### config.mk
export PLATFORM = sky130hd
export DESIGN_NAME = letter_run_length_encoder
export DESIGN_NICKNAME = d
export VERILOG_FILES = /design/src/sv/lrle_pkg.sv /design/src/sv/letter_run_length_encoder.sv /design/src/sv/lrle_front.sv /design/src/sv/lrle_queue.sv /design/src/sv/lrle_back.sv
export VERILOG_INCLUDE_DIRS = /design/src /design/src/sv
export SDC_FILE = /design/constraint.sdc
export NUM_CORES = 1
export LEC_CHECK = 0
export ABC_AREA = 1
export BUFFER_PORTS_ARGS = -buffer_cell sky130_fd_sc_hd__buf_2
export CORE_UTILIZATION = 60
export DETAILED_ROUTE_END_ITERATION = 8
export GPL_TIMING_DRIVEN = 0
export PLACE_DENSITY = 0.84
export SYNTH_ARGS = -nofsm -noshare
export SYNTH_HDL_FRONTEND = slang
export SYNTH_SLANG_ARGS = --single-unit
### constraint.sdc
create_clock -name clock -period 5.6 [get_ports clock]
set_input_delay 1.12 -clock clock [delete_from_list [all_inputs] [get_ports clock]]
set_output_delay 1.12 -clock clock [all_outputs]
set_load 0.005 [all_outputs]
### src/sv/letter_run_length_encoder_assert.svh
// Assertion macros for the letter run-length encoder.
`ifndef LETTER_RUN_LENGTH_ENCODER_ASSERT_SVH
`define LETTER_RUN_LENGTH_ENCODER_ASSERT_SVH

// Implication checked on every edge outside reset.
`define LRLE_ASSERT_IMPLY(label, ante, cons, msg) \
   label: assert property (@(posedge clock) disable iff (reset) (ante) |-> (cons)) \
      else $error(msg);

// Condition that must never hold outside reset.
`define LRLE_ASSERT_NEVER(label, cond, msg) \
   label: assert property (@(posedge clock) disable iff (reset) !(cond)) \
      else $error(msg);

`endif

### src/sv/lrle_pkg.sv
package lrle_pkg;

   localparam int COUNT_BITS_DEFAULT  = 16;
   localparam int QUEUE_DEPTH_DEFAULT = 4;

   localparam int LEN_MAX_BITS   = 16;
   localparam int DIGITS         = 5;
   localparam int BCD_BITS       = DIGITS * 4;
   localparam int SHIFT_CNT_BITS = $clog2(LEN_MAX_BITS + 1);
   localparam int DIGIT_IDX_BITS = $clog2(DIGITS);

   localparam logic [7:0] ZERO_CHAR = 8'h30;

   typedef struct packed {
      logic [7:0]              letter;
      logic [LEN_MAX_BITS-1:0] len;
      logic                    last;
   } flush_entry_type;

   typedef enum logic [1:0] {
      BK_IDLE,
      BK_CONVERT,
      BK_DIGITS,
      BK_LETTER
   } back_state_type;

endpackage

### src/sv/letter_run_length_encoder.sv
// Path: the request that ends a run pushes the run into the flush queue and the back end pops it;
// a counted run (three or more) is converted to decimal in BK_CONVERT and leaves as digits then
// letter, one a cycle while the receiver is ready; a run of one or two letters leaves as its letters.
// Throughput: one request a cycle while the flush queue has room and no second entry is pending;
// a request that ends two runs holds req_ready low until the second run's entry is pushed.
// Reset: synchronous, active high; clears the run, the flush queue and the output register.
module letter_run_length_encoder
   import lrle_pkg::*;
#(
   parameter int COUNT_BITS  = COUNT_BITS_DEFAULT,
   parameter int QUEUE_DEPTH = QUEUE_DEPTH_DEFAULT
) (
   input  logic       clock,
   input  logic       reset,
   input  logic       req_valid,
   output logic       req_ready,
   input  logic [7:0] req_in_byte,
   input  logic       req_end_of_part,
   output logic       rsp_valid,
   input  logic       rsp_ready,
   output logic [7:0] rsp_out_byte,
   output logic       rsp_last_of_burst
);

   logic            push_valid;
   flush_entry_type push_entry;
   logic            pop;
   flush_entry_type pop_entry;
   logic            q_full;
   logic            q_empty;

   lrle_front #(
      .COUNT_BITS (COUNT_BITS)
   ) u_front (
      .clock           (clock),
      .reset           (reset),
      .req_valid       (req_valid),
      .req_ready       (req_ready),
      .req_in_byte     (req_in_byte),
      .req_end_of_part (req_end_of_part),
      .q_full          (q_full),
      .push_valid      (push_valid),
      .push_entry      (push_entry)
   );

   lrle_queue #(
      .QUEUE_DEPTH (QUEUE_DEPTH)
   ) u_queue (
      .clock      (clock),
      .reset      (reset),
      .push       (push_valid),
      .push_entry (push_entry),
      .pop        (pop),
      .pop_entry  (pop_entry),
      .full       (q_full),
      .empty      (q_empty)
   );

   lrle_back u_back (
      .clock             (clock),
      .reset             (reset),
      .q_empty           (q_empty),
      .q_entry           (pop_entry),
      .pop               (pop),
      .rsp_valid         (rsp_valid),
      .rsp_ready         (rsp_ready),
      .rsp_out_byte      (rsp_out_byte),
      .rsp_last_of_burst (rsp_last_of_burst)
   );

endmodule

### src/sv/lrle_front.sv
module lrle_front
   import lrle_pkg::*;
#(
   parameter int COUNT_BITS = COUNT_BITS_DEFAULT
) (
   input  logic            clock,
   input  logic            reset,
   input  logic            req_valid,
   output logic            req_ready,
   input  logic [7:0]      req_in_byte,
   input  logic            req_end_of_part,
   input  logic            q_full,
   output logic            push_valid,
   output flush_entry_type push_entry
);

   localparam int LEN_BITS = (COUNT_BITS < LEN_MAX_BITS) ? COUNT_BITS : LEN_MAX_BITS;

   logic [7:0]          run_letter_ff, run_letter_in;
   logic [LEN_BITS-1:0] run_len_ff, run_len_in;
   logic                pend_valid_ff, pend_valid_in;
   flush_entry_type     pend_entry_ff, pend_entry_in;

   logic                accept;
   logic                is_letter;
   logic                a_valid, b_valid;
   flush_entry_type     a_entry, b_entry;
   logic [LEN_BITS-1:0] len_inc, len_mid;

   assign accept    = req_valid && req_ready;
   assign req_ready = !pend_valid_ff && !q_full;
   assign is_letter = ((req_in_byte >= 8'h41) && (req_in_byte <= 8'h5a)) ||
                      ((req_in_byte >= 8'h61) && (req_in_byte <= 8'h7a));

   always_comb begin
      a_valid       = 1'b0;
      b_valid       = 1'b0;
      a_entry       = '0;
      b_entry       = '0;
      len_inc       = run_len_ff + 1'b1;
      len_mid       = run_len_ff;
      run_letter_in = run_letter_ff;
      a_entry.letter = run_letter_ff;
      a_entry.len    = LEN_MAX_BITS'(run_len_ff);
      if (is_letter) begin
         if ((run_len_ff != '0) && (req_in_byte == run_letter_ff)) begin
            if (&len_inc) begin
               a_valid     = 1'b1;
               a_entry.len = LEN_MAX_BITS'(len_inc);
               len_mid     = '0;
            end else begin
               len_mid = len_inc;
            end
         end else begin
            a_valid       = (run_len_ff != '0);
            run_letter_in = req_in_byte;
            len_mid       = LEN_BITS'(1);
         end
      end else begin
         a_valid = (run_len_ff != '0);
         len_mid = '0;
      end
      run_len_in = len_mid;
      if (req_end_of_part && (len_mid != '0)) begin
         b_valid        = 1'b1;
         b_entry.letter = run_letter_in;
         b_entry.len    = LEN_MAX_BITS'(len_mid);
         b_entry.last   = 1'b1;
         run_len_in     = '0;
      end
      a_entry.last = !b_valid;

      pend_valid_in = pend_valid_ff;
      pend_entry_in = pend_entry_ff;
      if (pend_valid_ff && !q_full) begin
         pend_valid_in = 1'b0;
      end else if (accept && a_valid && b_valid) begin
         pend_valid_in = 1'b1;
         pend_entry_in = b_entry;
      end

      if (pend_valid_ff) begin
         push_valid = !q_full;
         push_entry = pend_entry_ff;
      end else begin
         push_valid = accept && (a_valid || b_valid);
         push_entry = a_valid ? a_entry : b_entry;
      end
   end

   always_ff @(posedge clock) begin
      if (reset) begin
         run_letter_ff <= '0;
         run_len_ff    <= '0;
         pend_valid_ff <= 1'b0;
      end else begin
         if (accept) begin
            run_letter_ff <= run_letter_in;
            run_len_ff    <= run_len_in;
         end
         pend_valid_ff <= pend_valid_in;
      end
      pend_entry_ff <= pend_entry_in;
   end

endmodule

### src/sv/lrle_queue.sv
`include "letter_run_length_encoder_assert.svh"

module lrle_queue
   import lrle_pkg::*;
#(
   parameter int QUEUE_DEPTH = QUEUE_DEPTH_DEFAULT
) (
   input  logic            clock,
   input  logic            reset,
   input  logic            push,
   input  flush_entry_type push_entry,
   input  logic            pop,
   output flush_entry_type pop_entry,
   output logic            full,
   output logic            empty
);

   localparam int PTR_BITS = (QUEUE_DEPTH > 1) ? $clog2(QUEUE_DEPTH) : 1;
   localparam int CNT_BITS = $clog2(QUEUE_DEPTH + 1);

   flush_entry_type     mem_ff [QUEUE_DEPTH];
   logic [PTR_BITS-1:0] wr_ptr_ff, wr_ptr_in;
   logic [PTR_BITS-1:0] rd_ptr_ff, rd_ptr_in;
   logic [CNT_BITS-1:0] count_ff, count_in;

   assign full      = (count_ff == CNT_BITS'(QUEUE_DEPTH));
   assign empty     = (count_ff == '0);
   assign pop_entry = mem_ff[rd_ptr_ff];

   always_comb begin
      wr_ptr_in = wr_ptr_ff;
      rd_ptr_in = rd_ptr_ff;
      count_in  = count_ff;
      if (push) begin
         wr_ptr_in = (wr_ptr_ff == PTR_BITS'(QUEUE_DEPTH - 1)) ? '0 : wr_ptr_ff + 1'b1;
      end
      if (pop) begin
         rd_ptr_in = (rd_ptr_ff == PTR_BITS'(QUEUE_DEPTH - 1)) ? '0 : rd_ptr_ff + 1'b1;
      end
      if (push && !pop) begin
         count_in = count_ff + 1'b1;
      end else if (pop && !push) begin
         count_in = count_ff - 1'b1;
      end
   end

   always_ff @(posedge clock) begin
      if (reset) begin
         wr_ptr_ff <= '0;
         rd_ptr_ff <= '0;
         count_ff  <= '0;
      end else begin
         wr_ptr_ff <= wr_ptr_in;
         rd_ptr_ff <= rd_ptr_in;
         count_ff  <= count_in;
      end
   end

   always_ff @(posedge clock) begin
      if (push) begin
         mem_ff[wr_ptr_ff] <= push_entry;
      end
   end

   `LRLE_ASSERT_IMPLY(a_no_push_full, push, !full, "push into full queue")
   `LRLE_ASSERT_IMPLY(a_no_pop_empty, pop, !empty, "pop from empty queue")

endmodule

### src/sv/lrle_back.sv
`include "letter_run_length_encoder_assert.svh"

module lrle_back
   import lrle_pkg::*;
(
   input  logic            clock,
   input  logic            reset,
   input  logic            q_empty,
   input  flush_entry_type q_entry,
   output logic            pop,
   output logic            rsp_valid,
   input  logic            rsp_ready,
   output logic [7:0]      rsp_out_byte,
   output logic            rsp_last_of_burst
);

   back_state_type            state_ff, state_in;
   logic [7:0]                letter_ff, letter_in;
   logic                      last_ff, last_in;
   logic                      rep_ff, rep_in;
   logic [LEN_MAX_BITS-1:0]   bin_ff, bin_in;
   logic [BCD_BITS-1:0]       bcd_ff, bcd_in;
   logic [SHIFT_CNT_BITS-1:0] cnt_ff, cnt_in;
   logic [DIGIT_IDX_BITS-1:0] idx_ff, idx_in;
   logic                      rsp_valid_ff, rsp_valid_in;
   logic [7:0]                rsp_byte_ff, rsp_byte_in;
   logic                      rsp_last_ff, rsp_last_in;

   logic                      load;
   logic                      emit;
   logic [7:0]                emit_byte;
   logic                      emit_last;
   logic [BCD_BITS-1:0]       bcd_adj;
   logic [BCD_BITS-1:0]       bcd_shift;
   logic [DIGIT_IDX_BITS-1:0] lead_idx;
   logic [3:0]                digit;

   assign rsp_valid         = rsp_valid_ff;
   assign rsp_out_byte      = rsp_byte_ff;
   assign rsp_last_of_burst = rsp_last_ff;
   assign load              = !rsp_valid_ff || rsp_ready;

   always_comb begin
      for (int i = 0; i < DIGITS; i++) begin
         bcd_adj[i*4 +: 4] = (bcd_ff[i*4 +: 4] >= 4'd5) ? bcd_ff[i*4 +: 4] + 4'd3
                                                          : bcd_ff[i*4 +: 4];
      end
      bcd_shift = {bcd_adj[BCD_BITS-2:0], bin_ff[LEN_MAX_BITS-1]};
      lead_idx  = '0;
      for (int i = 0; i < DIGITS; i++) begin
         if (bcd_shift[i*4 +: 4] != 4'd0) begin
            lead_idx = DIGIT_IDX_BITS'(i);
         end
      end
      digit = 4'd0;
      for (int i = 0; i < DIGITS; i++) begin
         if (idx_ff == DIGIT_IDX_BITS'(i)) begin
            digit = bcd_ff[i*4 +: 4];
         end
      end
   end

   always_comb begin
      state_in  = state_ff;
      letter_in = letter_ff;
      last_in   = last_ff;
      rep_in    = rep_ff;
      bin_in    = bin_ff;
      bcd_in    = bcd_ff;
      cnt_in    = cnt_ff;
      idx_in    = idx_ff;
      pop       = 1'b0;
      emit      = 1'b0;
      emit_byte = '0;
      emit_last = 1'b0;
      case (state_ff)
         BK_IDLE: begin
            if (!q_empty) begin
               pop       = 1'b1;
               letter_in = q_entry.letter;
               last_in   = q_entry.last;
               if (q_entry.len > LEN_MAX_BITS'(2)) begin
                  bin_in   = q_entry.len;
                  bcd_in   = '0;
                  cnt_in   = SHIFT_CNT_BITS'(LEN_MAX_BITS);
                  state_in = BK_CONVERT;
               end else begin
                  rep_in   = (q_entry.len == LEN_MAX_BITS'(2));
                  state_in = BK_LETTER;
               end
            end
         end
         BK_CONVERT: begin
            bcd_in = bcd_shift;
            bin_in = {bin_ff[LEN_MAX_BITS-2:0], 1'b0};
            cnt_in = cnt_ff - 1'b1;
            if (cnt_ff == SHIFT_CNT_BITS'(1)) begin
               idx_in   = lead_idx;
               state_in = BK_DIGITS;
            end
         end
         BK_DIGITS: begin
            if (load) begin
               emit      = 1'b1;
               emit_byte = ZERO_CHAR + {4'd0, digit};
               if (idx_ff == '0) begin
                  rep_in   = 1'b0;
                  state_in = BK_LETTER;
               end else begin
                  idx_in = idx_ff - 1'b1;
               end
            end
         end
         BK_LETTER: begin
            if (load) begin
               emit      = 1'b1;
               emit_byte = letter_ff;
               emit_last = last_ff && !rep_ff;
               if (rep_ff) begin
                  rep_in = 1'b0;
               end else begin
                  state_in = BK_IDLE;
               end
            end
         end
         default: begin
            state_in = BK_IDLE;
         end
      endcase

      rsp_valid_in = rsp_valid_ff;
      rsp_byte_in  = rsp_byte_ff;
      rsp_last_in  = rsp_last_ff;
      if (load) begin
         rsp_valid_in = emit;
         rsp_byte_in  = emit_byte;
         rsp_last_in  = emit_last;
      end
   end

   always_ff @(posedge clock) begin
      if (reset) begin
         state_ff     <= BK_IDLE;
         rsp_valid_ff <= 1'b0;
      end else begin
         state_ff     <= state_in;
         rsp_valid_ff <= rsp_valid_in;
      end
      letter_ff   <= letter_in;
      last_ff     <= last_in;
      rep_ff      <= rep_in;
      bin_ff      <= bin_in;
      bcd_ff      <= bcd_in;
      cnt_ff      <= cnt_in;
      idx_ff      <= idx_in;
      rsp_byte_ff <= rsp_byte_in;
      rsp_last_ff <= rsp_last_in;
   end

   `LRLE_ASSERT_IMPLY(a_pop_len_nonzero, pop, q_entry.len != '0, "empty run dequeued")
   `LRLE_ASSERT_NEVER(a_digit_range, (state_ff == BK_DIGITS) && (digit > 4'd9), "bad BCD digit")

endmodule

=== After elaboration in Yosys (flattened, before gate mapping) ===
Memories as Yosys holds them, arrays and structs flattened. A register that Yosys moved wholly into a read port is not among the register bits.
Cells that the tools add are included.

* Input port bits: 13
* Flip-flop bits (word level): 123
* Logic and storage cells: 183
* Memories: 1
* Output and inout bits: 11
* Bits in writable memories: 100

{| class="wikitable"
|+ Memory list
! name !! words !! width !! rd ports !! clocked after memory_dff !! wr ports !! line !! RTL
|-
| u_queue.mem_ff || 4 || 25 || 1 || 1 || 1 || lrle_queue.sv:21 || <nowiki>flush_entry_type mem_ff [QUEUE_DEPTH];</nowiki>
|}

* Eq/ne operators: 22
* $lt $le $gt $ge: 10
* Reductions and logical operators: 45
* Bitwise logic cells: 2
* Muxes and demuxes: 70
* Add/subtract/negate cells: 13

{| class="wikitable"
|+ Operators with widths
! kind !! number
|-
| two-way mux 16 bit || 9
|-
| two-way mux 25 bit || 3
|-
| two-way mux 20 bit || 2
|-
| one-hot mux 20 bit (2 select lines) || 1
|-
| two-way mux 4 bit || 9
|-
| one-hot mux 16 bit (2 select lines) || 1
|-
| nonzero test 16 bit || 2
|-
| two-way mux 2 bit || 13
|-
| two-way mux 3 bit || 7
|-
| greater-or-equal comparator 4 x 3 -> 1 bit, second input constant || 5
|-
| adder 16 x 1 -> 16 bit, second input constant || 1
|-
| adder 4 x 2 -> 4 bit, second input constant || 4
|-
| equality test 16 x 2 -> 1 bit, second input constant || 1
|-
| greater-or-equal comparator 8 x 7 -> 1 bit, second input constant || 2
|-
| greater-than comparator 16 x 2 -> 1 bit, second input constant || 1
|-
| <= comparator 8 x 7 -> 1 bit, second input constant || 2
|-
| two-way mux 1 bit || 16
|-
| two-way mux 8 bit || 2
|-
| one-hot mux 8 bit (2 select lines) || 1
|-
| AND reduction 16 bit || 1
|-
| nonzero test 4 bit || 4
|-
| logical AND 1 bit || 13
|-
| AND reduction 6 bit || 2
|-
| two-way mux 5 bit || 2
|-
| 30 further kinds || 58
|}

=== Depth between registers and ports, before layout ===
Gate-level depths: netlist of run 1.

* Depth after elaboration: 15
* Mapped depth: 29
* Mapped depth without buffers: 27

=== Modules after synthesis ===
From an unflattened synthesis of run 1, not the netlist that was laid out.

* Cells, all modules: 1281
* Area total of the unflattened synthesis: 11657.4 µm²

{| class="wikitable"
|+ Modules (own cells, without submodules)
! module !! times used !! sequential area each (µm²) !! area each (µm²) !! cells an instance
|-
| lrle_queue || 1 || 3183.1 || 4166.5 || 301
|-
| lrle_front || 1 || 1251.2 || 3804.9 || 566
|-
| lrle_back || 1 || 1951.9 || 3686.0 || 414
|}

=== Worst setup path after synthesis of run 1 ===
No wires, ideal clock.

* Path type: input-to-reg
* From: input port req_in_byte[0]
* To: memory u_queue.mem_ff[0][0] (netlist bit), enable pin
* Data arrival time: 4317 ps
* Path slack: 876 ps
* Buffers on the path: 2
* Library setup time: 407 ps
* Required time: 5193 ps
* Stages: 17
* Cell sequence: xnor2_1 -> nand2_1 -> nor2_1 -> nand4_1 -> nor2_2 -> buf_2 -> o211ai_1 -> nand2_1 -> nor2_2 -> nand2_4 -> nand2_8 -> buf_6 -> ha_1 -> or2_2 -> nand2_1 -> inv_1 -> nor2_1

* Word-level cells in the longest chain between the ends: 12
* Elaborated cells between the ends (all ways): 21
* Classes of those cells: 4 x order compare; 1 x eq/ne; 8 x mux; 8 x reduce/logical

{| class="wikitable"
|+ Ends and longest elaborated chain
! element !! line !! RTL
|-
| start: declaration || letter_run_length_encoder.sv:17 || <nowiki>input logic [7:0] req_in_byte,</nowiki>
|-
| greater-or-equal comparator 8 x 7 -> 1 bit, or another cell as far along || lrle_front.sv:32 || <nowiki>assign is_letter = ((req_in_byte >= 8'h41) && (req_in_byte <= 8'h5a)) ||</nowiki>
|-
| logical AND 1 bit (on tied branches) || lrle_front.sv:32, lrle_front.sv:33, lrle_front.sv:46 ||
|-
| logical OR 1 bit or two-way mux 16 bit (tied branches) || lrle_front.sv:32, lrle_front.sv:46 ||
|-
| two-way mux 16 bit || lrle_front.sv:45 || <nowiki>if (is_letter) begin</nowiki>
|-
| nonzero test 16 bit || lrle_front.sv:64 || <nowiki>if (req_end_of_part && (len_mid != '0)) begin</nowiki>
|-
| logical AND 1 bit || lrle_front.sv:64 ||
|-
| two-way mux 1 bit || lrle_front.sv:64 ||
|-
| logical OR 1 bit * || lrle_front.sv:86 || <nowiki>push_valid = accept && (a_valid || b_valid);</nowiki>
|-
| logical AND 1 bit * || lrle_front.sv:86 ||
|-
| two-way mux 1 bit * || lrle_front.sv:82 || <nowiki>if (pend_valid_ff) begin</nowiki>
|-
| via push_valid || letter_run_length_encoder.sv:25 || <nowiki>logic push_valid;</nowiki>
|-
| two-way mux 1 bit * || lrle_queue.sv:60 || <nowiki>if (push) begin</nowiki>
|-
| two-way mux 1 bit (not written as such) * || lrle_queue.sv:61 || <nowiki>mem_ff[wr_ptr_ff] <= push_entry;</nowiki>
|-
| end: declaration || lrle_queue.sv:21 ||
|}

The timed path passes the listed nets; every way through them passes the cells marked *.

=== Worst setup path after layout of run 1 ===
* From: register u_front.run_len_ff[0]
* To: memory u_queue.mem_ff[0][9] (netlist bit), enable pin

* Word-level cells in the longest chain between the ends: 13
* Elaborated cells between the ends (all ways): 18
* Classes of those cells: 1 x add/sub; 10 x mux; 7 x reduce/logical

{| class="wikitable"
|+ Ends and longest elaborated chain
! element !! line !! RTL
|-
| start: declaration || lrle_front.sv:20 || <nowiki>logic [LEN_BITS-1:0] run_len_ff, run_len_in;</nowiki>
|-
| start signal: assignment || lrle_front.sv:99 || <nowiki>run_len_ff <= run_len_in;</nowiki>
|-
| adder 16 x 1 -> 16 bit || lrle_front.sv:40 || <nowiki>len_inc = run_len_ff + 1'b1;</nowiki>
|-
| AND reduction 16 bit || lrle_front.sv:47 || <nowiki>if (&len_inc) begin</nowiki>
|-
| two-way mux 16 bit || lrle_front.sv:47 ||
|-
| two-way mux 16 bit || lrle_front.sv:46 || <nowiki>if ((run_len_ff != '0) && (req_in_byte == run_letter_ff)) begin</nowiki>
|-
| two-way mux 16 bit || lrle_front.sv:45 ||
|-
| nonzero test 16 bit || lrle_front.sv:64 ||
|-
| logical AND 1 bit || lrle_front.sv:64 ||
|-
| two-way mux 1 bit || lrle_front.sv:64 ||
|-
| logical OR 1 bit * || lrle_front.sv:86 ||
|-
| logical AND 1 bit * || lrle_front.sv:86 ||
|-
| two-way mux 1 bit * || lrle_front.sv:82 ||
|-
| via push_valid || letter_run_length_encoder.sv:25 ||
|-
| two-way mux 1 bit * || lrle_queue.sv:60 ||
|-
| two-way mux 1 bit (not written as such) * || lrle_queue.sv:61 ||
|}

Marked as above.

==> results of run 1 <==
synth_stat cells, types with 7 or more instances:
| cell | number |
|---|---|
| nand2_1 | 240 |
| edfxtp_1 | 188 |
| inv_1 | 149 |
| nor2_1 | 123 |
| o21ai_0 | 100 |
| a21oi_1 | 58 |
| nand3_1 | 47 |
| clkbuf_1 | 40 |
| dfxtp_1 | 37 |
| ha_1 | 32 |
| nor3_1 | 29 |
| nand2_2 | 19 |
| o211ai_1 | 16 |
| nor3_2 | 15 |
| a32o_1 | 14 |
| nand4_1 | 13 |
| a21oi_2 | 12 |
| o22ai_1 | 10 |
| nor2_2 | 9 |
| xor2_1 | 8 |
| nand3_2 | 7 |
| xnor2_1 | 7 |
critical path, delay by kind of cell, from the launching register on:
kind            cells  cell delay (ps)
fa+ha+maj           3              570
flops               1              480
compound gates      1              180
simple gates       12             1890
xor+xnor            1              490
buf+inv             4              770
final timing paths:
| check | start | to | cells after the start |
|---|---|---|---|
| worst max-delay path | u_front.run_len_ff[0] | u_queue.mem_ff[0][9] | 21 |
| worst min-delay path | u_queue.rd_ptr_ff[1] | register | 2 |
| worst max register to register | u_front.run_len_ff[0] | u_queue.mem_ff[0][9] | 21 |
| worst min register to register | u_queue.rd_ptr_ff[1] | register | 2 |
layout make-up:
cell class | count | area [sq um] | area share
Clock buffer | 28 | 604 | 0.0472
Sequential cell | 225 | 6390 | 0.499
Clock inverter | 14 | 196 | 0.0153
Buffer | 53 | 268 | 0.0209
Multi-Input combinational cell | 793 | 4290 | 0.335
Tap cell | 234 | 293 | 0.0229
Timing Repair Buffer | 27 | 198 | 0.0154
Inverter | 151 | 567 | 0.0443
cell usage in the layout (no fill, tap or decap), drive strengths merged, types with 2 or more instances in the layout:
cell / count
nor2: 134
nand3: 54
or2: 4
a32o: 14
a31oi: 5
inv: 152
nor3: 44
a21oi: 70
o22ai: 10
ha: 32
o21ai: 101
xnor2: 7
a21boi: 2
bufinv: 5
o21a: 2
dfxtp: 37
clkinv: 7
buf: 40
clkbuf: 68
xor2: 9
edfxtp: 188
a211oi: 5
nand4: 13
o211ai: 16
nand2: 261
registers in the layout (all words and copies together), names as in the netlist, 5 cells and up, named ones only:
signal	cells
u_back.bin_ff	16
u_back.letter_ff	8
u_queue.mem_ff	100
u_front.pend_entry_ff	25
u_front.run_letter_ff	8
u_back.rsp_out_byte	8
u_back.cnt_ff	5
u_front.run_len_ff	16
u_back.bcd_ff	20
metal layers:
| metal | up-vias | GRT usage | share of wire |
|---|---|---|---|
| met4 | 0 | 0.108 | 0.028 |
| met3 | 57 | 0.0325 | 0.063 |
| li1 | 4256 | - | - |
| met2 | 321 | 0.473 | 0.50 |
| met1 | 4136 | 0.341 | 0.41 |
| met5 | - | 0 | 0 |
metrics by stage:
step / utilization / instances / cell area (sq um) / total power, W / setup slack, ps
2_1_floorplan: - / 1222 / 11500 / 0.00356 / 876
3_3_place_gp: 0.635 / 1478 / 11900 / 0.00396 / -391
3_5_place_dp: 0.641 / 1483 / 12000 / 0.00409 / 696
4_1_cts: 0.684 / 1525 / 12800 / 0.00574 / 967
5_1_grt: 0.684 / 1525 / 12800 / 0.00604 / 652
6_report: 0.684 / 1525 / 12800 / 0.00574 / 897
logic make-up (layout without fill, tap and decap cells):
logic type,count (synthesis),after routing
DFF,225,225
and+or+nand+nor,513,513
buffers and inverters,204,273
AOI/OAI and AO/OA,230,230
other,1,1
xor gates and xnor gates,16,16
adders and majority gates,33,33
report_power, final:
group	leakage, nW	switching, W	internal (W)
sequential	2.07	0.000155	0.00224
combinational	2.33	0.00117	0.000544
clock	0.389	0.000626	0.000998
total	4.79	0.00195	0.00379
==> qor.csv, run 1 <==
stage,metric,value,unit
outcome,status,"complete, no violations",
detailed_routing,Starting DRT DRC Count,646,
setup_path,Crit Path Max Fanout,17,
clock_network,CTS tree,yes,
pwr,Worst VDD drop,0.273,mV
die,core area,18700,sq um
clock_network,cts bufs inserted,23,
detailed_routing,WL per Instance,17.0,microns
clock_network,postcts setup bufs,0,
setup_path,Worst EP arrival,4910,ps
clock_network,Root Driver,clkbuf_16,
setup_path,slowest CP cell,nor2_2,
timing,Tcrit/Tclk final,0.840,
global_routing,global-route wire length before repair,42100,microns
die,die height,140,microns
final_layout,# nets final,1320,
timing,final hold slack,506,ps
synth,syn nets,1268,
synth,Post-Syn Area,11500,sq um
detailed_routing,DR DRC count,0,
synth,multiplexer area fraction after synthesis,0,
synth,number of synthesized flops with an enable pin,188,
final_layout,synthesis-to-finish area growth,11.5,%
synth,share of flip-flops with an asynchronous set or reset,0,
synth,Area contributors post-synth,"edfxtp_1, nand2_1, dfxtp_1, inv_1, o21ai_0",
clock_network,"CTS clk-pin slew, worst paths",60,ps
synth,post-synth top area share,0.492,
timing,max frequency,213,MHz
synth,sequential area share after synthesis,0.556,
timing,Fin. Hold Viols,0,
clock_network,hold buffers post-CTS,0,
die,full die area,19700,sq um
detailed_routing,Initial DRT Pass Iterations,5,
setup_path,CP peak stage delay,520,ps
die,row count,50,
synth,synthesis-stage register bit count,225,
global_routing,grt ovf,0,
clock_network,Max clock buf depth,3,
global_routing,vias in the first global route,8484,
synth,post-synthesis simple-gate area fraction,0.202,
synth,mean area per synthesized cell,9.40,sq um
synth,Netlist cell types,49,
clock_network,Worst-Skew Late Latency,520,ps
final_layout,Filler cells,1338,
timing,Rel. slew slack,0.342,
pwr,PwrDens,448,nW/um^2
timing,Final min period,4700,ps
pwr,P_leak,4.79,nW
synth,Post-Synth XOR/XNOR Area,0.0129,
timing,"Setup violations, final",0,
die,Ports,24,
global_routing,Overall Global Routing Usage,0.270,
synth,cell count after synthesis,1222,
hold_path,worst min path class,register to register,
synth,Synth area leader,edfxtp_1,
detailed_routing,DRT Wirelength,25900,microns
clock_network,Resize count post-CTS,0,
setup_path,type of the worst setup path,register to register,
placement,routability cong.,0.947,
die,Initial Util,0.614,
setup_path,critical path's most frequent cell,nor2_2,
synth,Synth Area in Compound Gates,0.120,
timing,RSZ-0062 raised after global routing,false,
synth,combinational family with the most area after synthesis,simple AND/OR/NAND/NOR gates,
clock_network,clock sink total,225,
detailed_routing,Vias/cell,5.75,
placement,Port-buffer cells,22,
synth,post-synthesis adder-cell area fraction,0.0366,
global_routing,largest net degree at the start of global routing,26,
setup_path,Critical Path RT,5800,ps
detailed_routing,post-route ant nets,0,
setup_path,register-to-register setup slack,900,ps
die,die width,140,microns
clock_network,# H-tree levels,1,
final_layout,n_diodes,0,
detailed_routing,Via Count,8770,
synth,Yosys warning count,0,
timing,Fin Clk Skew,18.9,ps
timing,Slew Limit Fails,0,
setup_path,crit path capture type,register,
timing,Worst Max-Slew Pin Slew,986,ps
setup_path,CP startpoint kind,register,
global_routing,initial antenna violation count,0,
run,MaxCap Viol Count,0,
setup_path,worst-path cell chain,"ha_1, nand3_2, xor2_1, nor2_2, nand3_1, nor2_2, nand3_2, buf_6, ha_1, o21ai_0, nand3_1, nor2_2, nand2_4, nand2_8, buf_6, ha_1, or2_2, nand2_1, inv_1, nor2_2, buf_8",
final_layout,share of layout cells above drive strength 1,0.116,
placement,post-DP HPWL,18000,microns
synth,Synth Flop Type,edfxtp_1,
timing,Sum Neg Setup Slack,0,ps
Note: power is estimated with default switching activity, not from simulation.
==> inputs of run 2 (changes only) <==
--- a/config.mk
+++ b/config.mk
@@ -8,10 +8,10 @@
 export LEC_CHECK = 0
 export ABC_AREA = 1
 export BUFFER_PORTS_ARGS = -buffer_cell sky130_fd_sc_hd__buf_2
-export CORE_UTILIZATION = 60
+export CORE_UTILIZATION = 57
 export DETAILED_ROUTE_END_ITERATION = 8
 export GPL_TIMING_DRIVEN = 0
-export PLACE_DENSITY = 0.84
+export PLACE_DENSITY = 0.83
 export SYNTH_ARGS = -nofsm -noshare
 export SYNTH_HDL_FRONTEND = slang
 export SYNTH_SLANG_ARGS = --single-unit
==> constraint.sdc (replaced) <==
create_clock -name clock -period 4 [get_ports clock]
set_input_delay 0.8 -clock clock [delete_from_list [all_inputs] [get_ports clock]]
set_output_delay 0.8 -clock clock [all_outputs]
set_load 0.005 [all_outputs]
==> qor.csv, run 2 (synthesis gave the netlist of run 1 again) <==
stage,metric,value,unit,change
pwr,Clk network pwr share,0.276,,was 0.283
final_layout,max reg flops,100,,unchanged
setup_path,CP startpoint kind,register,,unchanged
global_routing,global-route wire length before repair,42000,microns,"was 42,100 microns"
timing,max frequency,261,MHz,was 213 MHz
setup_path,Critical Path RT,4400,ps,was 5800 ps
final_layout,area of the multi-input gates,4420,sq um,was 4290 sq um
hold_path,worst min path class,register to register,,unchanged
setup_path,crit path capture type,register,,unchanged
clock_network,# H-tree levels,1,,unchanged
final_layout,Largest Register,u_queue.mem_ff,,unchanged
detailed_routing,Via Count,8888,,"was 8,770"
global_routing,initial antenna violation count,0,,unchanged
detailed_routing,Starting DRT DRC Count,790,,was 646
pwr,Sw Ratio,0.343,,was 0.340
outcome,status,"complete, no violations",,unchanged
final_layout,"commonest non-fill, non-tap cell in the layout",nand2_1,,unchanged
die,die width,144,microns,was 140 microns
final_layout,"commonest non-fill, non-tap cells in the layout","nand2_1, edfxtp_1, inv_1, nor2_1, o21ai_0",,unchanged
global_routing,vias in the first global route,8714,,"was 8,484"
final_layout,n_diodes,0,,unchanged
detailed_routing,met2 wire len,13200,microns,"was 12,900 microns"
die,row count,51,,was 50
global_routing,largest net degree at the start of global routing,26,,unchanged
pwr,P_int,0.00523,W,was 0.00379 W
pwr,PwrDens,606,nW/um^2,was 448 nW/um^2
global_routing,grt ovf,0,,unchanged
pwr,Seq pwr share,0.422,,was 0.418
final_layout,share of layout cells above drive strength 1,0.145,,was 0.116
run,MaxCap Viol Count,0,,unchanged
pwr,PnR Total Power,0.00796,W,was 0.00574 W
detailed_routing,DRT Wirelength,26400,microns,"was 25,900 microns"
detailed_routing,met3 wire length,1650,microns,was 1630 microns
die,die height,144,microns,was 140 microns
timing,final worst slack,168,ps,was 897 ps
timing,Tcrit/Tclk final,0.958,,was 0.840
placement,routability cong.,0.950,,was 0.947
clock_network,Root Driver,clkbuf_16,,unchanged
placement,post-DP HPWL,18400,microns,"was 18,000 microns"
pwr,Worst VDD drop,0.541,mV,was 0.273 mV
final_layout,Regs by FF count,"u_queue.mem_ff x100, u_front.pend_entry_ff x25, u_back.bcd_ff x20",,unchanged
detailed_routing,uppermost layer routed,met4,,unchanged
setup_path,Worst EP arrival,4230,ps,was 4910 ps
detailed_routing,WL per Instance,16.8,microns,was 17.0 microns
clock_network,Max clock buf depth,3,,unchanged
detailed_routing,DR DRC count,0,,unchanged
pwr,Comb power frac,0.303,,was 0.299
timing,"Setup violations, final",0,,unchanged
clock_network,Worst-Skew Late Latency,520,ps,about the same
timing,Fin Clk Skew,9.80,ps,was 18.9 ps
die,Ports,24,,unchanged
timing,Fin. Hold Viols,0,,unchanged
global_routing,Overall Global Routing Usage,0.262,,was 0.270
timing,final hold slack,501,ps,was 506 ps
final_layout,synthesis-to-finish area growth,14.3,%,was 11.5%
pwr,net switching power,0.00273,W,was 0.00195 W
placement,Port-buffer cells,22,,unchanged
final_layout,Filler cells,1457,,"was 1,338"
timing,Final min period,3830,ps,was 4700 ps
die,Initial Util,0.586,,was 0.614
clock_network,cts bufs inserted,24,,was 23
final_layout,Sequential Area,6400,sq um,was 6390 sq um
setup_path,Crit Path Max Fanout,7,,was 17
final_layout,# nets final,1341,,"was 1,320"
timing,Slew Limit Fails,0,,unchanged
die,core area,19600,sq um,"was 18,700 sq um"
timing,Sum Neg Setup Slack,0,ps,unchanged
detailed_routing,met1 WL,10800,microns,"was 10,700 microns"
clock_network,"CTS clk-pin slew, worst paths",60,ps,about the same
setup_path,type of the worst setup path,register to register,,unchanged
detailed_routing,Initial DRT Pass Iterations,5,,unchanged
clock_network,CTS tree,yes,,unchanged
die,full die area,20700,sq um,"was 19,700 sq um"
detailed_routing,post-route ant nets,0,,unchanged
timing,Rel. slew slack,0.365,,was 0.342
clock_network,clock sink total,225,,unchanged
placement,Place WS,-636,ps,was 696 ps
final_layout,utilization after layout,0.670,,was 0.684
detailed_routing,Vias/cell,5.63,,was 5.75
pwr,P_leak,4.91,nW,was 4.79 nW
timing,Worst Max-Slew Pin Slew,952,ps,was 986 ps
## run 2: per-stage QoR
stage | area [sq um] | cells
finish | 13100 | 1578
global route | 13100 | 1578
CTS | 12900 | 1564
detailed placement | 12000 | 1514
global placement | 11900 | 1509
floorplan | 11500 | 1222
## run 2: layout make-up
type                    instances  area share
clock inverters                 7     0.00677
clock buffers                  37      0.0526
flip-flops and latches        225       0.487
plain buffers                  51      0.0197
inverters                     151      0.0435
well taps                     265      0.0253
multi-input cells             793       0.336
repair buffers                 49      0.0286
## run 2: power groups by stage
stage / Clock [W] / Combinational [W] / Sequential, W
finish: 0.00219 / 0.00241 / 0.00335
global route: 0.00229 / 0.00269 / 0.00340
CTS: 0.00221 / 0.00237 / 0.00335
detailed placement: 0 / 0.00232 / 0.00340
global placement: 0 / 0.00210 / 0.00339
floorplan: 0 / 0.00162 / 0.00336
## run 2: path summary, 6_finish.rpt
path | from | to | slack [ps] | cells after the start
worst max-delay path | u_front.run_len_ff[1] | u_queue.count_ff[1] | 170 | 23
worst min-delay path | u_front.run_letter_ff[6] | u_front.run_letter_ff[6] | 500 | 2
worst max register to register | u_front.run_len_ff[1] | u_queue.count_ff[1] | 170 | 23
worst min register to register | u_front.run_letter_ff[6] | u_front.run_letter_ff[6] | 500 | 2
## run 2: routing by layer
layer | vias up | GRT usage
met5 | - | 0
met4 | 0 | 0.0980
met3 | 76 | 0.0423
met2 | 330 | 0.464
met1 | 4187 | 0.321
li1 | 4295 | -
## run 2: worst max-delay path: stages (launching register included)
cell     delay, ps
dfxtp_4        400
ha_4           180
nand3_4        120
nor2_4         170
nand2_2         90
nand2_4        100
nand3_1         90
nor3_2         190
nand3_2        130
buf_6          140
ha_1           190
o21ai_2        230
nand3_2        130
nor2_4         130
nand2_4         90
nand2_8         70
ha_1           150
or2_2          100
nand2_1         90
ha_2           200
inv_2           70
fa_2           440
o21ai_1        140
a21oi_1         60
## run 2: repair_timing
item,in CTS,in global routing
hold buffers,0,0
gates resized for setup,15,28
hold endpoints to repair,0,0
pin swaps,5,17
endpoints found under the setup margin,105,91
buffers inserted,8,14
